### src/rtl/core/lkv_pkg.sv
package lkv_pkg;

  typedef enum logic {
    OP_GET = 1'b0,
    OP_PUT = 1'b1
  } lkv_op_e;

  typedef enum logic [1:0] {
    ST_IDLE,
    ST_SCAN,
    ST_UPDATE,
    ST_RESP
  } lkv_state_e;

  typedef struct packed {
    lkv_op_e            operation;
    logic signed [31:0] key;
    logic signed [31:0] value;
  } lkv_in_t;

  typedef struct packed {
    logic               found;
    logic signed [31:0] read_value;
  } lkv_out_t;

  // recency update command to the rank file
  typedef struct packed {
    logic touch;
    logic all_older;
    logic insert;
    logic grow;
  } lkv_rank_op_t;

  localparam int unsigned CfgWidth = 5;
  localparam int unsigned EntryWidth = 64;

endpackage

### src/rtl/core/lkv_mem.sv
module lkv_mem #(
  parameter int unsigned DEPTH = 16,
  parameter int unsigned WIDTH = 64
) (
  input  logic                                    clk_i,
  input  logic                                    we_i,
  input  logic [((DEPTH > 1) ? $clog2(DEPTH) : 1)-1:0] waddr_i,
  input  logic [WIDTH-1:0]                        wdata_i,
  input  logic [((DEPTH > 1) ? $clog2(DEPTH) : 1)-1:0] raddr_i,
  output logic [WIDTH-1:0]                        rdata_o
);

  logic [WIDTH-1:0] mem_q [DEPTH];
  logic [WIDTH-1:0] rdata_q;

  always_ff @(posedge clk_i) begin
    if (we_i) begin
      mem_q[waddr_i] <= wdata_i;
    end
  end

  always_ff @(posedge clk_i) begin
    rdata_q <= mem_q[raddr_i];
  end

  assign rdata_o = rdata_q;

endmodule

### src/rtl/core/lkv_rank.sv
module lkv_rank #(
  parameter int unsigned CAPACITY = 16
) (
  input  logic                                          clk_i,
  input  logic                                          rst_ni,
  input  lkv_pkg::lkv_rank_op_t                         op_i,
  input  logic [((CAPACITY > 1) ? $clog2(CAPACITY) : 1)-1:0] slot_i,
  input  logic [((CAPACITY > 1) ? $clog2(CAPACITY) : 1)-1:0] thr_i,
  input  logic [((CAPACITY > 1) ? $clog2(CAPACITY) : 1)-1:0] rd_idx_i,
  output logic                                          rd_valid_o,
  output logic [((CAPACITY > 1) ? $clog2(CAPACITY) : 1)-1:0] rd_rank_o,
  output logic [$clog2(CAPACITY + 1)-1:0]               used_o
);
  import lkv_pkg::*;

  localparam int unsigned IW = (CAPACITY > 1) ? $clog2(CAPACITY) : 1;
  localparam int unsigned UW = $clog2(CAPACITY + 1);

  logic [CAPACITY-1:0] valid_q, valid_d;
  logic [IW-1:0]       rank_q [CAPACITY];
  logic [IW-1:0]       rank_d [CAPACITY];
  logic [UW-1:0]       used_q, used_d;

  always_comb begin
    valid_d = valid_q;
    rank_d  = rank_q;
    used_d  = used_q;
    if (op_i.touch) begin
      for (int i = 0; i < int'(CAPACITY); i++) begin
        if (IW'(i) == slot_i) begin
          rank_d[i] = '0;
          if (op_i.insert) begin
            valid_d[i] = 1'b1;
          end
        end else if (valid_q[i] && (op_i.all_older || rank_q[i] < thr_i)) begin
          rank_d[i] = rank_q[i] + IW'(1);
        end
      end
      if (op_i.grow) begin
        used_d = used_q + UW'(1);
      end
    end
  end

  always_ff @(posedge clk_i or negedge rst_ni) begin
    if (!rst_ni) begin
      valid_q <= '0;
      used_q  <= '0;
    end else begin
      valid_q <= valid_d;
      used_q  <= used_d;
    end
  end

  always_ff @(posedge clk_i) begin
    rank_q <= rank_d;
  end

  assign rd_valid_o = valid_q[rd_idx_i];
  assign rd_rank_o  = rank_q[rd_idx_i];
  assign used_o     = used_q;

  a_used_matches_valid: assert property (@(posedge clk_i) disable iff (!rst_ni)
    UW'($countones(valid_q)) == used_q)
    else $error("entry count out of step with valid bits");

  a_used_in_range: assert property (@(posedge clk_i) disable iff (!rst_ni)
    used_q <= UW'(CAPACITY))
    else $error("entry count above capacity");

endmodule

### src/rtl/core/lkv_ctrl.sv
module lkv_ctrl #(
  parameter int unsigned CAPACITY = 16
) (
  input  logic                                          clk_i,
  input  logic                                          rst_ni,
  input  logic                                          in_valid_i,
  output logic                                          in_stall_o,
  input  lkv_pkg::lkv_in_t                              in_data_i,
  input  logic [lkv_pkg::CfgWidth-1:0]                  cap_i,
  output logic                                          res_valid_o,
  input  logic                                          res_ready_i,
  output lkv_pkg::lkv_out_t                             res_o,
  output logic [((CAPACITY > 1) ? $clog2(CAPACITY) : 1)-1:0] mem_raddr_o,
  input  logic [lkv_pkg::EntryWidth-1:0]                mem_rdata_i,
  output logic                                          mem_we_o,
  output logic [((CAPACITY > 1) ? $clog2(CAPACITY) : 1)-1:0] mem_waddr_o,
  output logic [lkv_pkg::EntryWidth-1:0]                mem_wdata_o,
  output lkv_pkg::lkv_rank_op_t                         rank_op_o,
  output logic [((CAPACITY > 1) ? $clog2(CAPACITY) : 1)-1:0] rank_slot_o,
  output logic [((CAPACITY > 1) ? $clog2(CAPACITY) : 1)-1:0] rank_thr_o,
  output logic [((CAPACITY > 1) ? $clog2(CAPACITY) : 1)-1:0] rank_idx_o,
  input  logic                                          rank_valid_i,
  input  logic [((CAPACITY > 1) ? $clog2(CAPACITY) : 1)-1:0] rank_i,
  input  logic [$clog2(CAPACITY + 1)-1:0]               used_i
);
  import lkv_pkg::*;

  localparam int unsigned IW = (CAPACITY > 1) ? $clog2(CAPACITY) : 1;
  localparam int unsigned UW = $clog2(CAPACITY + 1);
  localparam int unsigned EW = (UW > CfgWidth) ? UW : CfgWidth;
  localparam logic [IW-1:0] LastIdx = IW'(CAPACITY - 1);

  lkv_state_e state_q, state_d;

  lkv_op_e            op_q, op_d;
  logic signed [31:0] key_q, key_d;
  logic signed [31:0] value_q, value_d;

  logic          iss_done_q, iss_done_d;
  logic [IW-1:0] iss_q, iss_d;
  logic          cmp_vld_q, cmp_vld_d;
  logic [IW-1:0] cmp_idx_q, cmp_idx_d;

  logic          hit_q, hit_d;
  logic [IW-1:0] hit_slot_q, hit_slot_d;
  logic [IW-1:0] hit_rank_q, hit_rank_d;
  logic [31:0]   hit_data_q, hit_data_d;
  logic          free_have_q, free_have_d;
  logic [IW-1:0] free_slot_q, free_slot_d;
  logic          lru_have_q, lru_have_d;
  logic [IW-1:0] lru_slot_q, lru_slot_d;
  logic [IW-1:0] lru_rank_q, lru_rank_d;

  lkv_out_t res_q, res_d;

  logic [CfgWidth-1:0] cap_eff;
  logic                full;
  logic [31:0]         rd_key;
  logic                key_match;

  assign cap_eff   = (cap_i == '0) ? CfgWidth'(1) : cap_i;
  assign full      = (EW'(used_i) >= EW'(CAPACITY)) || (EW'(used_i) >= EW'(cap_eff));
  assign rd_key    = mem_rdata_i[63:32];
  assign key_match = rank_valid_i && (rd_key == key_q);

  always_comb begin
    state_d     = state_q;
    op_d        = op_q;
    key_d       = key_q;
    value_d     = value_q;
    iss_d       = iss_q;
    iss_done_d  = iss_done_q;
    cmp_vld_d   = 1'b0;
    cmp_idx_d   = cmp_idx_q;
    hit_d       = hit_q;
    hit_slot_d  = hit_slot_q;
    hit_rank_d  = hit_rank_q;
    hit_data_d  = hit_data_q;
    free_have_d = free_have_q;
    free_slot_d = free_slot_q;
    lru_have_d  = lru_have_q;
    lru_slot_d  = lru_slot_q;
    lru_rank_d  = lru_rank_q;
    res_d       = res_q;

    in_stall_o  = 1'b1;
    res_valid_o = 1'b0;
    mem_we_o    = 1'b0;
    mem_waddr_o = hit_slot_q;
    mem_wdata_o = {key_q, value_q};
    rank_op_o   = '0;
    rank_slot_o = hit_slot_q;
    rank_thr_o  = hit_rank_q;

    unique case (state_q)
      ST_IDLE: begin
        in_stall_o = 1'b0;
        if (in_valid_i) begin
          op_d        = in_data_i.operation;
          key_d       = in_data_i.key;
          value_d     = in_data_i.value;
          iss_d       = '0;
          iss_done_d  = 1'b0;
          hit_d       = 1'b0;
          free_have_d = 1'b0;
          lru_have_d  = 1'b0;
          state_d     = ST_SCAN;
        end
      end
      ST_SCAN: begin
        // issue stage: one entry read per cycle
        if (!iss_done_q) begin
          cmp_vld_d = 1'b1;
          cmp_idx_d = iss_q;
          if (iss_q == LastIdx) begin
            iss_done_d = 1'b1;
          end else begin
            iss_d = iss_q + IW'(1);
          end
        end
        // compare stage on the entry read last cycle
        if (cmp_vld_q) begin
          if (key_match) begin
            hit_d      = 1'b1;
            hit_slot_d = cmp_idx_q;
            hit_rank_d = rank_i;
            hit_data_d = mem_rdata_i[31:0];
          end
          if (!rank_valid_i && !free_have_q) begin
            free_have_d = 1'b1;
            free_slot_d = cmp_idx_q;
          end
          if (rank_valid_i && (!lru_have_q || rank_i > lru_rank_q)) begin
            lru_have_d = 1'b1;
            lru_slot_d = cmp_idx_q;
            lru_rank_d = rank_i;
          end
          if (cmp_idx_q == LastIdx) begin
            state_d = ST_UPDATE;
          end
        end
      end
      ST_UPDATE: begin
        res_d.found      = hit_q;
        res_d.read_value = (hit_q && op_q == OP_GET) ? hit_data_q : '0;
        if (hit_q) begin
          rank_op_o.touch = 1'b1;
          mem_we_o        = (op_q == OP_PUT);
        end else if (op_q == OP_PUT) begin
          mem_we_o         = 1'b1;
          rank_op_o.touch  = 1'b1;
          rank_op_o.insert = 1'b1;
          if (full) begin
            // reuse the least recent slot
            mem_waddr_o = lru_slot_q;
            rank_slot_o = lru_slot_q;
            rank_thr_o  = lru_rank_q;
          end else begin
            mem_waddr_o         = free_slot_q;
            rank_slot_o         = free_slot_q;
            rank_op_o.all_older = 1'b1;
            rank_op_o.grow      = 1'b1;
          end
        end
        state_d = ST_RESP;
      end
      ST_RESP: begin
        res_valid_o = 1'b1;
        if (res_ready_i) begin
          state_d = ST_IDLE;
        end
      end
      default: state_d = ST_IDLE;
    endcase
  end

  assign mem_raddr_o = iss_q;
  assign rank_idx_o  = cmp_idx_q;
  assign res_o       = res_q;

  always_ff @(posedge clk_i or negedge rst_ni) begin
    if (!rst_ni) begin
      state_q     <= ST_IDLE;
      iss_done_q  <= 1'b0;
      cmp_vld_q   <= 1'b0;
      hit_q       <= 1'b0;
      free_have_q <= 1'b0;
      lru_have_q  <= 1'b0;
    end else begin
      state_q     <= state_d;
      iss_done_q  <= iss_done_d;
      cmp_vld_q   <= cmp_vld_d;
      hit_q       <= hit_d;
      free_have_q <= free_have_d;
      lru_have_q  <= lru_have_d;
    end
  end

  always_ff @(posedge clk_i) begin
    op_q        <= op_d;
    key_q       <= key_d;
    value_q     <= value_d;
    iss_q       <= iss_d;
    cmp_idx_q   <= cmp_idx_d;
    hit_slot_q  <= hit_slot_d;
    hit_rank_q  <= hit_rank_d;
    hit_data_q  <= hit_data_d;
    free_slot_q <= free_slot_d;
    lru_slot_q  <= lru_slot_d;
    lru_rank_q  <= lru_rank_d;
    res_q       <= res_d;
  end

  a_free_slot_found: assert property (@(posedge clk_i) disable iff (!rst_ni)
    (state_q == ST_UPDATE && !hit_q && op_q == OP_PUT && !full) |-> free_have_q)
    else $error("insert without a free slot");

  a_victim_found: assert property (@(posedge clk_i) disable iff (!rst_ni)
    (state_q == ST_UPDATE && !hit_q && op_q == OP_PUT && full) |-> lru_have_q)
    else $error("eviction without a victim");

endmodule

### src/rtl/core/lru_key_value_cache.sv
// Fully associative key-value cache with least-recently-used replacement.
// Each input transfer is a get or a put; each gives exactly one result:
// found tells whether the key was present before the operation, and
// read_value carries the stored value on a get hit (zero otherwise).
// Keys and values sit in a single-port-read memory that one comparator
// scans an entry per cycle, so an item occupies the block through accept,
// a scan of every entry, update and result hand-off, and longer while the
// output register is full and stalled. Input stall is low only while idle
// and stays high from acceptance until the result has been handed off. The
// result waits in an output register, so the next item can start while it
// is still stalled.
// cfg_wdata_i sets how many entries may be held before evicting; 0 acts as 1
// and values above CAPACITY act as CAPACITY. Write it only while idle.
module lru_key_value_cache #(
  parameter int unsigned CAPACITY = 16
) (
  input  logic                         clk_i,
  input  logic                         rst_ni,
  input  logic                         cfg_we_i,
  input  logic [lkv_pkg::CfgWidth-1:0] cfg_wdata_i,
  input  logic                         in_valid_i,
  output logic                         in_stall_o,
  input  lkv_pkg::lkv_in_t             in_data_i,
  output logic                         out_valid_o,
  input  logic                         out_stall_i,
  output lkv_pkg::lkv_out_t            out_data_o
);
  import lkv_pkg::*;

  localparam int unsigned IW = (CAPACITY > 1) ? $clog2(CAPACITY) : 1;
  localparam int unsigned UW = $clog2(CAPACITY + 1);

  logic [CfgWidth-1:0] capacity_q;
  logic                out_valid_q, out_valid_d;
  lkv_out_t            out_data_q, out_data_d;

  logic            res_valid;
  logic            res_ready;
  lkv_out_t        res;
  logic [IW-1:0]   mem_raddr;
  logic [EntryWidth-1:0] mem_rdata;
  logic            mem_we;
  logic [IW-1:0]   mem_waddr;
  logic [EntryWidth-1:0] mem_wdata;
  lkv_rank_op_t    rank_op;
  logic [IW-1:0]   rank_slot;
  logic [IW-1:0]   rank_thr;
  logic [IW-1:0]   rank_idx;
  logic            rank_valid;
  logic [IW-1:0]   rank;
  logic [UW-1:0]   used;

  always_ff @(posedge clk_i or negedge rst_ni) begin
    if (!rst_ni) begin
      capacity_q <= CfgWidth'(16);
    end else if (cfg_we_i) begin
      capacity_q <= cfg_wdata_i;
    end
  end

  lkv_ctrl #(
    .CAPACITY(CAPACITY)
  ) u_ctrl (
    .clk_i       (clk_i),
    .rst_ni      (rst_ni),
    .in_valid_i  (in_valid_i),
    .in_stall_o  (in_stall_o),
    .in_data_i   (in_data_i),
    .cap_i       (capacity_q),
    .res_valid_o (res_valid),
    .res_ready_i (res_ready),
    .res_o       (res),
    .mem_raddr_o (mem_raddr),
    .mem_rdata_i (mem_rdata),
    .mem_we_o    (mem_we),
    .mem_waddr_o (mem_waddr),
    .mem_wdata_o (mem_wdata),
    .rank_op_o   (rank_op),
    .rank_slot_o (rank_slot),
    .rank_thr_o  (rank_thr),
    .rank_idx_o  (rank_idx),
    .rank_valid_i(rank_valid),
    .rank_i      (rank),
    .used_i      (used)
  );

  lkv_mem #(
    .DEPTH(CAPACITY),
    .WIDTH(EntryWidth)
  ) u_mem (
    .clk_i  (clk_i),
    .we_i   (mem_we),
    .waddr_i(mem_waddr),
    .wdata_i(mem_wdata),
    .raddr_i(mem_raddr),
    .rdata_o(mem_rdata)
  );

  lkv_rank #(
    .CAPACITY(CAPACITY)
  ) u_rank (
    .clk_i     (clk_i),
    .rst_ni    (rst_ni),
    .op_i      (rank_op),
    .slot_i    (rank_slot),
    .thr_i     (rank_thr),
    .rd_idx_i  (rank_idx),
    .rd_valid_o(rank_valid),
    .rd_rank_o (rank),
    .used_o    (used)
  );

  // output register
  assign res_ready = !out_valid_q || !out_stall_i;

  always_comb begin
    out_valid_d = out_valid_q;
    out_data_d  = out_data_q;
    if (res_valid && res_ready) begin
      out_valid_d = 1'b1;
      out_data_d  = res;
    end else if (out_valid_q && !out_stall_i) begin
      out_valid_d = 1'b0;
    end
  end

  always_ff @(posedge clk_i or negedge rst_ni) begin
    if (!rst_ni) begin
      out_valid_q <= 1'b0;
    end else begin
      out_valid_q <= out_valid_d;
    end
  end

  always_ff @(posedge clk_i) begin
    out_data_q <= out_data_d;
  end

  assign out_valid_o = out_valid_q;
  assign out_data_o  = out_data_q;

endmodule
### config.mk
export PLATFORM = sky130hd
export DESIGN_NAME = lru_key_value_cache
export DESIGN_NICKNAME = d
export VERILOG_FILES = /design/src/rtl/core/lkv_pkg.sv /design/src/rtl/core/lkv_mem.sv /design/src/rtl/core/lkv_rank.sv /design/src/rtl/core/lkv_ctrl.sv /design/src/rtl/core/lru_key_value_cache.sv
export SDC_FILE = /design/constraint.sdc
export NUM_CORES = 1
export LEC_CHECK = 0
export BUFFER_PORTS_ARGS = -buffer_cell sky130_fd_sc_hd__buf_2
export CAP_MARGIN = 10
export CORE_ASPECT_RATIO = 1.4
export CORE_MARGIN = 3
export CORE_UTILIZATION = 56
export CTS_CLUSTER_SIZE = 16
export DETAILED_ROUTE_END_ITERATION = 7
export PLACE_DENSITY_LB_ADDON = 0.08
export SYNTH_ARGS = -nofsm -noshare
export SYNTH_HDL_FRONTEND = slang
export SYNTH_HIERARCHICAL = 1
export SYNTH_SLANG_ARGS = --single-unit
### constraint.sdc
create_clock -name clk_i -period 7 [get_ports clk_i]
set_clock_uncertainty 0.2 [all_clocks]
set_input_delay 0.35 -clock clk_i [delete_from_list [all_inputs] [get_ports clk_i]]
set_output_delay 0.35 -clock clk_i [all_outputs]
set_load 0.01 [all_outputs]
==> out/results.tsv, run 1 <==
stage	metric	value	unit
floorplan	Die ar.	97500	sq um
logic_synthesis	part of the Yosys area used for sequential elements	77.2	%
floorplan	die width	265	microns
cts	H-tree depth	4	
worst_setup_path	CP arrival	5240	ps
pwr	Clock Power Share	43.3	%
final_layout	commonest non-fill, non-tap cell in the layout	edfxtp_1	
logic_synthesis	FFs w/ async S/R, synth	2.47	%
worst_setup_path	required time worst endpoint	7190	ps
cts	post_cts resized	0	
pwr	total chip power	0.0158	W
logic_synthesis	synthesized area	52500	sq um
cts	CTS tree	built	
final_layout	Area Growth Syn to Fin	13.7	%
detailed_routing	via/cell ratio	6.05	
min_path	worst min-delay path category	in2async	
placed_design	GPL Wtd Cong	0.811	
final_layout	nets	2956	
global_routing	Tot GR Track Use	23.3	%
pwr	combinational power share	0.5	%
pwr	Switch Pwr	0.00291	W
sta	RSZ-0062 raised after global routing	false	
final_layout	FF/Latch Area	40500	sq um
floorplan	num ports	110	
pwr	sw frac	18.4	%
logic_synthesis	Yosys reg bits	1377	
detailed_routing	DRC viols	0	
final_layout	Filler Cells Inserted	6251	
detailed_routing	drt wl/cell	26.6	microns
final_layout	final core occ	64.3	%
placed_design	DPL Wire Length	61.0	mm
sta	Final Hold Fails	0	
logic_synthesis	Synth Flop Type	edfxtp_1	
global_routing	grt ovf	0	
logic_synthesis	synth warn	6	
final_layout	multi-input gate area in the final layout	11500	sq um
sta	Slew @ Worst Pin	1140	ps
sta	max_slew headroom	23.9	%
logic_synthesis	cell taking the most area after synthesis	edfxtp_1	
pwr	sequential power share	56.2	%
cts	CTS Buffer Depth	3	
pwr	P per Cell Area	264	nW/um^2
logic_synthesis	Area contributors post-synth	edfxtp_1 73%, mux4_2 12%, dfxtp_1 2.4%	
sta	crit share post-route	72.2	%
global_routing	largest net degree at the start of global routing	138	
floorplan	Die Span Y	368	microns
final_layout	ant diodes	0	
sta	setup_tns	0	ps
logic_synthesis	Syn Nets	2691	
logic_synthesis	Syn Area/Cell	20.7	sq um
cts	worst skew pair latency	740	ps
floorplan	initial core utilization	56.6	%
detailed_routing	DRT antenna net count	0	
sta	# setup viols final	0	
global_routing	vias in the first global route	26900	
cts	CTS Buf Count	132	
pwr	Peak VDD IR	0.279	mV
run_status	status	complete, no violations	
logic_synthesis	Yosys top cell area share	73.2	%
floorplan	core area	92800	sq um
detailed_routing	Initial DRT Pass Iterations	7	
floorplan	Site Rows	132	
cts	clock sink total	1377	
cts	clk slew on worst S/H paths	60	ps
placed_design	Port Buffers	109	
sta	min Tclk post-route	5060	ps
flow_run	maxcap violations	0	
detailed_routing	WL final	110	mm
worst_setup_path	crit path max fanout	43	
logic_synthesis	post-synth cell types	44	
detailed_routing	vias	24900	
worst_setup_path	Startpoint Class	flop	
logic_synthesis	Post-synth EDFFs	1279	
worst_setup_path	Worst setup EP type	flop	
detailed_routing	Initial DRC Count	1918	
logic_synthesis	Mapped Cells	2537	
global_routing	initial antenna violation count	1	
sta	fmax	198	MHz
pwr	Leak	19.0	nW
global_routing	first-pass GRT wire length	167	mm
final_layout	most frequent cells in the layout	1279 x edfxtp_1, 276 x mux4_2, 139 x clkbuf_16	
worst_setup_path	critical path class	reg2reg	
cts	clock root buffer	clkbuf_16	
cts	Setup Fix Bufs, Post-CTS	0	
pwr	Pint	0.0129	W
final_layout	layout cells sized above 1	22.7	%
sta	Final Slew Violations	0	
==> stage by stage <==
step	instances	hold slack (ps)	instance area, sq um	setup WS (ps)
floorplan	2537	-146	52500	743
global placement	3794	188	54700	1410
detailed placement	3796	189	54700	1950
CTS	4113	43.9	59700	1920
global route	4113	83.1	59700	1660
finish	4113	74.8	59700	1940
==> worst max-delay path: stages, from the launching register on <==
cell and delay, ps:
dfstp_2 540, inv_1 60, a41o_1 180, ha_1 270, nand2b_1 110, a31oi_1 90, o21ai_1 620, mux2i_1 160
o21ai_1 550, buf_4 350, nand2_1 270, nor2_4 850, buf_12 400
==> cell type report <==
type                       count  share of cell area (%)
tap                         1206                    2.53
clock buffer                 193                    6.39
timing repair buffer         236                    3.13
multi-input combinational   1038                    19.3
inverter                      17                   0.111
clock inverter                46                   0.579
sequential                  1377                    67.9
==> flip-flops by register name, indices dropped and copies added (netlist names), 2 cells and up <==
name and flops:
u_mem/mem_q 1024, u_mem/rdata_o 64, u_rank/rank_q 64, out_data_o 33
u_ctrl/res_o 33, u_ctrl/hit_data_q 32, u_ctrl/key_q 32, u_ctrl/value_q 32
u_rank/valid_q 16, capacity_q 5, u_rank/used_o 5, u_ctrl/free_slot_q 4
u_ctrl/hit_rank_q 4, u_ctrl/hit_slot_q 4, u_ctrl/lru_rank_q 4, u_ctrl/lru_slot_q 4
u_ctrl/mem_raddr_o 4, u_ctrl/rank_idx_o 4, u_ctrl/state_q 2
==> cells by family after synthesis <==
| group | count (synthesis) | share of synthesized area [%] |
|---|---|---|
| buffers and inverters | 122 | 1.18 |
| DFF | 1377 | 77.2 |
| muxes | 291 | 12.2 |
| and+or+nand+nor | 332 | 3.06 |
| xor gates and xnor gates | 70 | 1.17 |
| AOI/OAI and AO/OA | 266 | 3.34 |
| adders and majority gates | 79 | 1.88 |
==> synthesized netlist by cell type, types with 2 or more instances <==
cell / count
and2_1: 40
ha_1: 79
o21ai_1: 3
nand2_1: 100
a21o_1: 18
buf_2: 19
nor3_2: 6
xnor2_1: 23
mux2_2: 11
nand3b_1: 2
clkbuf_1: 46
o21a_1: 3
inv_1: 17
buf_1: 16
or2b_1: 4
nor3_1: 6
a21oi_1: 55
mux4_2: 276
dfrtp_1: 33
buf_6: 13
a22oi_1: 138
mux2i_1: 4
nand3_1: 21
nand4_1: 5
nor4_1: 7
dfxtp_1: 64
nand2b_1: 23
nor2b_1: 24
buf_4: 11
a31oi_1: 2
o21ai_0: 41
nor2_1: 91
xor2_1: 47
edfxtp_1: 1279
==> per-layer routing <==
layer,global-route usage (%),vias up,wire length [microns]
met5,0,-,0
li1,-,10900,-
met4,7.32,0,2920
met1,29.1,13100,42400
met3,4.06,182,5340
met2,41.7,705,58900
==> power by group through the flow <==
stage / Sequential [W] / Combinational, W / Clock, W
global placement: 0.00904 / 0.0000405 / 0
finish: 0.00887 / 0.0000770 / 0.00683
CTS: 0.00886 / 0.0000769 / 0.00700
detailed placement: 0.00904 / 0.0000410 / 0
floorplan: 0.00904 / 0.00000894 / 0
global route: 0.00886 / 0.0000842 / 0.00733
==> path summary, 6_finish.rpt <==
| check | slack (ps) | cells after the start | startpoint | endpoint |
|---|---|---|---|---|
| max | 1940 | 12 | capacity_q[4]$_DFFE_PN1P_ | u_mem/mem_q[15][35]$_DFFE_PP_ |
| min | 70 | 2 | rst_ni | u_rank/used_o[4]$_DFFE_PN0P_ |
| max reg2reg | 1940 | 12 | capacity_q[4]$_DFFE_PN1P_ | u_mem/mem_q[15][35]$_DFFE_PP_ |
| min reg2reg | 200 | 0 | u_mem/rdata_o[11]$_DFF_P_ | u_ctrl/hit_data_q[11]$_DFFE_PP_ |
| max in group asynchronous | 5960 | 2 | rst_ni | u_rank/valid_q[10]$_DFFE_PN0P_ |
| min in group clk_i | 120 | 2 | in_data_i[46] | u_ctrl/key_q[14]$_DFFE_PP_ |
==> timing repair <==
item | CTS | global route
hold buffers | 78 | 0
hold endpoints to repair | 129 | 0
endpoints found under the setup margin | 0 | 0
Note: power is estimated with default switching activity, not from simulation.
==> run 2: changes to the inputs <==
==> constraint.sdc (replaced) <==
create_clock -name clk_i -period 4.1 [get_ports clk_i]
set_clock_uncertainty 0.2 [all_clocks]
set_input_delay 0.205 -clock clk_i [delete_from_list [all_inputs] [get_ports clk_i]]
set_output_delay 0.205 -clock clk_i [all_outputs]
set_load 0.01 [all_outputs]
==> run 2 against run 1 <==
Net effect:
- cell count is 3.3% higher
- largest power group unchanged
- count of clock-buffer cells in the layout shrank 14
- first-iteration DRC count grew 13%
- global-route usage rose by 0.96 points
==> out/results.tsv, run 2 (same netlist as run 1, synthesis figures left out) <==
stage	metric	value	unit	change
final_layout	ant diodes	0		unchanged
sta	Final Hold Fails	0		unchanged
floorplan	die width	265	microns	unchanged
floorplan	Die ar.	97500	sq um	unchanged
min_path	Hold Path End	u_ctrl/key_q[5]$_DFFE_PP_		
detailed_routing	Initial DRC Count	2173		was 1918
global_routing	M2 GR Usage	43.2	%	was 41.7%
global_routing	vias in the first global route	27500		was 26900
cts	CTS Buf Count	131		was 132
worst_setup_path	r2r setup slk	240	ps	was 1940 ps
cts	worst skew pair latency	740	ps	about the same
final_layout	multi-input gate area in the final layout	11600	sq um	was 11500 sq um
cts	H-tree depth	4		unchanged
final_layout	Most flops, register	u_mem/mem_q		unchanged
global_routing	GR Util met3	4.42	%	was 4.06%
floorplan	core area	92800	sq um	unchanged
final_layout	FF/Latch Area	40500	sq um	unchanged
pwr	P per Cell Area	438	nW/um^2	was 264 nW/um^2
run_status	status	complete, no violations		unchanged
cts	clock sink total	1377		unchanged
global_routing	initial antenna violation count	1		unchanged
detailed_routing	Initial DRT Pass Iterations	8		was 7
global_routing	first-pass GRT wire length	173	mm	was 167 mm
floorplan	initial core utilization	56.6	%	unchanged
floorplan	Site Rows	132		unchanged
placed_design	Port Buffers	109		unchanged
detailed_routing	vias	25700		was 24900
cts	clock root buffer	clkbuf_16		unchanged
worst_setup_path	Worst R2R End	u_rank/rank_q[12]$_SDFFCE_PN0P_		was u_mem/mem_q[15][35]$_DFFE_PP_
worst_setup_path	critical path class	reg2reg		unchanged
cts	CTS tree	built		unchanged
sta	min Tclk post-route	3860	ps	was 5060 ps
sta	hold slack	65.0	ps	was 74.8 ps
detailed_routing	drt wl/cell	26.9	microns	was 26.6 microns
final_layout	Filler Cells Inserted	6220		was 6251
cts	Setup Fix Bufs, Post-CTS	0		unchanged
sta	Final Slew Violations	0		unchanged
cts	CTS Buffer Depth	3		unchanged
global_routing	met1 Use GR	30.2	%	was 29.1%
final_layout	nets	3095		was 2956
global_routing	Tot GR Track Use	24.3	%	was 23.3%
worst_setup_path	Reg2Reg Depth	14		was 12
worst_setup_path	Reg-to-Reg Start	capacity_q[4]$_DFFE_PN1P_		unchanged
final_layout	commonest non-fill, non-tap cell in the layout	edfxtp_1		unchanged
worst_setup_path	crit path max fanout	8		was 43
sta	RSZ-0062 raised after global routing	false		unchanged
placed_design	GPL Wtd Cong	0.819		was 0.811
sta	fmax	259	MHz	was 198 MHz
worst_setup_path	CP arrival	4050	ps	was 5240 ps
floorplan	Die Span Y	368	microns	unchanged
global_routing	gr busiest metal	met2		unchanged
final_layout	Area Growth Syn to Fin	16.7	%	was 13.7%
detailed_routing	via/cell ratio	6.04		was 6.05
final_layout	max FFs per register	1024		unchanged
global_routing	largest net degree at the start of global routing	59		was 138
cts	clk slew on worst S/H paths	60	ps	about the same
worst_setup_path	Startpoint Class	flop		unchanged
detailed_routing	DRT antenna net count	0		unchanged
final_layout	most frequent cells in the layout	1279 x edfxtp_1, 276 x mux4_2, 143 x dlygate4sd3_1		was 1279 x edfxtp_1, 276 x mux4_2, 139 x clkbuf_16
min_path	Hold Startpoint	in_data_i[37]		
sta	crit share post-route	94.2	%	was 72.2%
sta	# setup viols final	0		unchanged
sta	max_slew headroom	33.2	%	was 23.9%
worst_setup_path	Worst setup EP type	flop		unchanged
floorplan	num ports	110		unchanged
detailed_routing	DRC viols	0		unchanged
detailed_routing	WL final	114	mm	was 110 mm
worst_setup_path	required time worst endpoint	4280	ps	was 7190 ps
min_path	worst min-delay path category	in2reg		was in2async
final_layout	final core occ	66.0	%	was 64.3%
sta	Slew @ Worst Pin	1000	ps	was 1140 ps
flow_run	maxcap violations	0		unchanged
min_path	cell count of the worst hold path	2		
placed_design	DPL Wire Length	67.5	mm	was 61.0 mm
final_layout	layout cells sized above 1	24.1	%	was 22.7%
pwr	Peak VDD IR	0.414	mV	was 0.279 mV
global_routing	grt ovf	0		unchanged
pwr	Leak	19.7	nW	was 19.0 nW
[run 2: metrics by stage]
| step | std cells | total power [W] | setup TNS (ps) | area [sq um] | setup WS, ps |
|---|---|---|---|---|---|
| finish | 4248 | 0.0268 | 0 | 61300 | 236 |
| global route | 4248 | 0.0277 | 0 | 61300 | 35.4 |
| CTS | 4248 | 0.0271 | 0 | 61200 | 189 |
| detailed placement | 3870 | 0.0155 | 0 | 55700 | 219 |
| global placement | 3870 | 0.0155 | 0 | 55700 | 319 |
| floorplan | 2537 | 0.0154 | -241750 | 52700 | -359 |
[run 2: critical path: stages, from the launching register on]
cell	delay (ps)
dfstp_2	540
inv_2	40
a41o_1	170
ha_1	260
nand2b_1	90
a31oi_1	90
o21ai_2	370
nand2_1	240
mux2_2	320
inv_1	130
buf_4	220
ha_1	240
a21oi_1	130
o21ai_0	110
a21oi_1	370
[run 2: what timing repair did]
item / in CTS / in global routing
setup endpoints to repair: 0 / 19
hold endpoints to repair: 138 / 0
hold buffers: 144 / 0
resized for setup: 0 / 1
[run 2: layer usage]
| layer | up-vias | routed length [microns] |
|---|---|---|
| met5 | - | 12 |
| met4 | 2 | 3390 |
| met3 | 201 | 5890 |
| met2 | 753 | 61300 |
| met1 | 13600 | 43600 |
| li1 | 11100 | - |
[run 2: final cells by class]
type	count	share of cell area (%)
flip-flops and latches	1377	66.2
multi-input cells	1038	18.9
clock buffers	179	5.88
repair buffers	376	5.75
well taps	1206	2.46
clock inverters	55	0.729
inverters	17	0.108
[run 2: where the power goes]
part | switching (W) | internal, W | total [W]
Sequential | 0.00000275 | 0.0151 | 0.0151
Combinational | 0.0000520 | 0.000129 | 0.000181
Clock | 0.00494 | 0.00659 | 0.0115
Total | 0.00499 | 0.0218 | 0.0268
[run 2: worst max-delay path by stage]
stage,from,end,slack [ps],depth (start not counted)
2_1_floorplan,capacity_q[4]$_DFFE_PN1P_,u_mem/mem_q[0][0]$_DFFE_PP_,-360,10
3_3_place_gp,capacity_q[4]$_DFFE_PN1P_,u_mem/mem_q[0][33]$_DFFE_PP_,320,11
3_5_place_dp,capacity_q[4]$_DFFE_PN1P_,u_rank/rank_q[12]$_SDFFCE_PN0P_,220,12
4_1_cts,capacity_q[4]$_DFFE_PN1P_,u_rank/rank_q[15]$_SDFFCE_PN0P_,190,12
5_1_grt,capacity_q[4]$_DFFE_PN1P_,u_rank/rank_q[23]$_SDFFCE_PN0P_,40,14
6_report,capacity_q[4]$_DFFE_PN1P_,u_rank/rank_q[12]$_SDFFCE_PN0P_,240,14
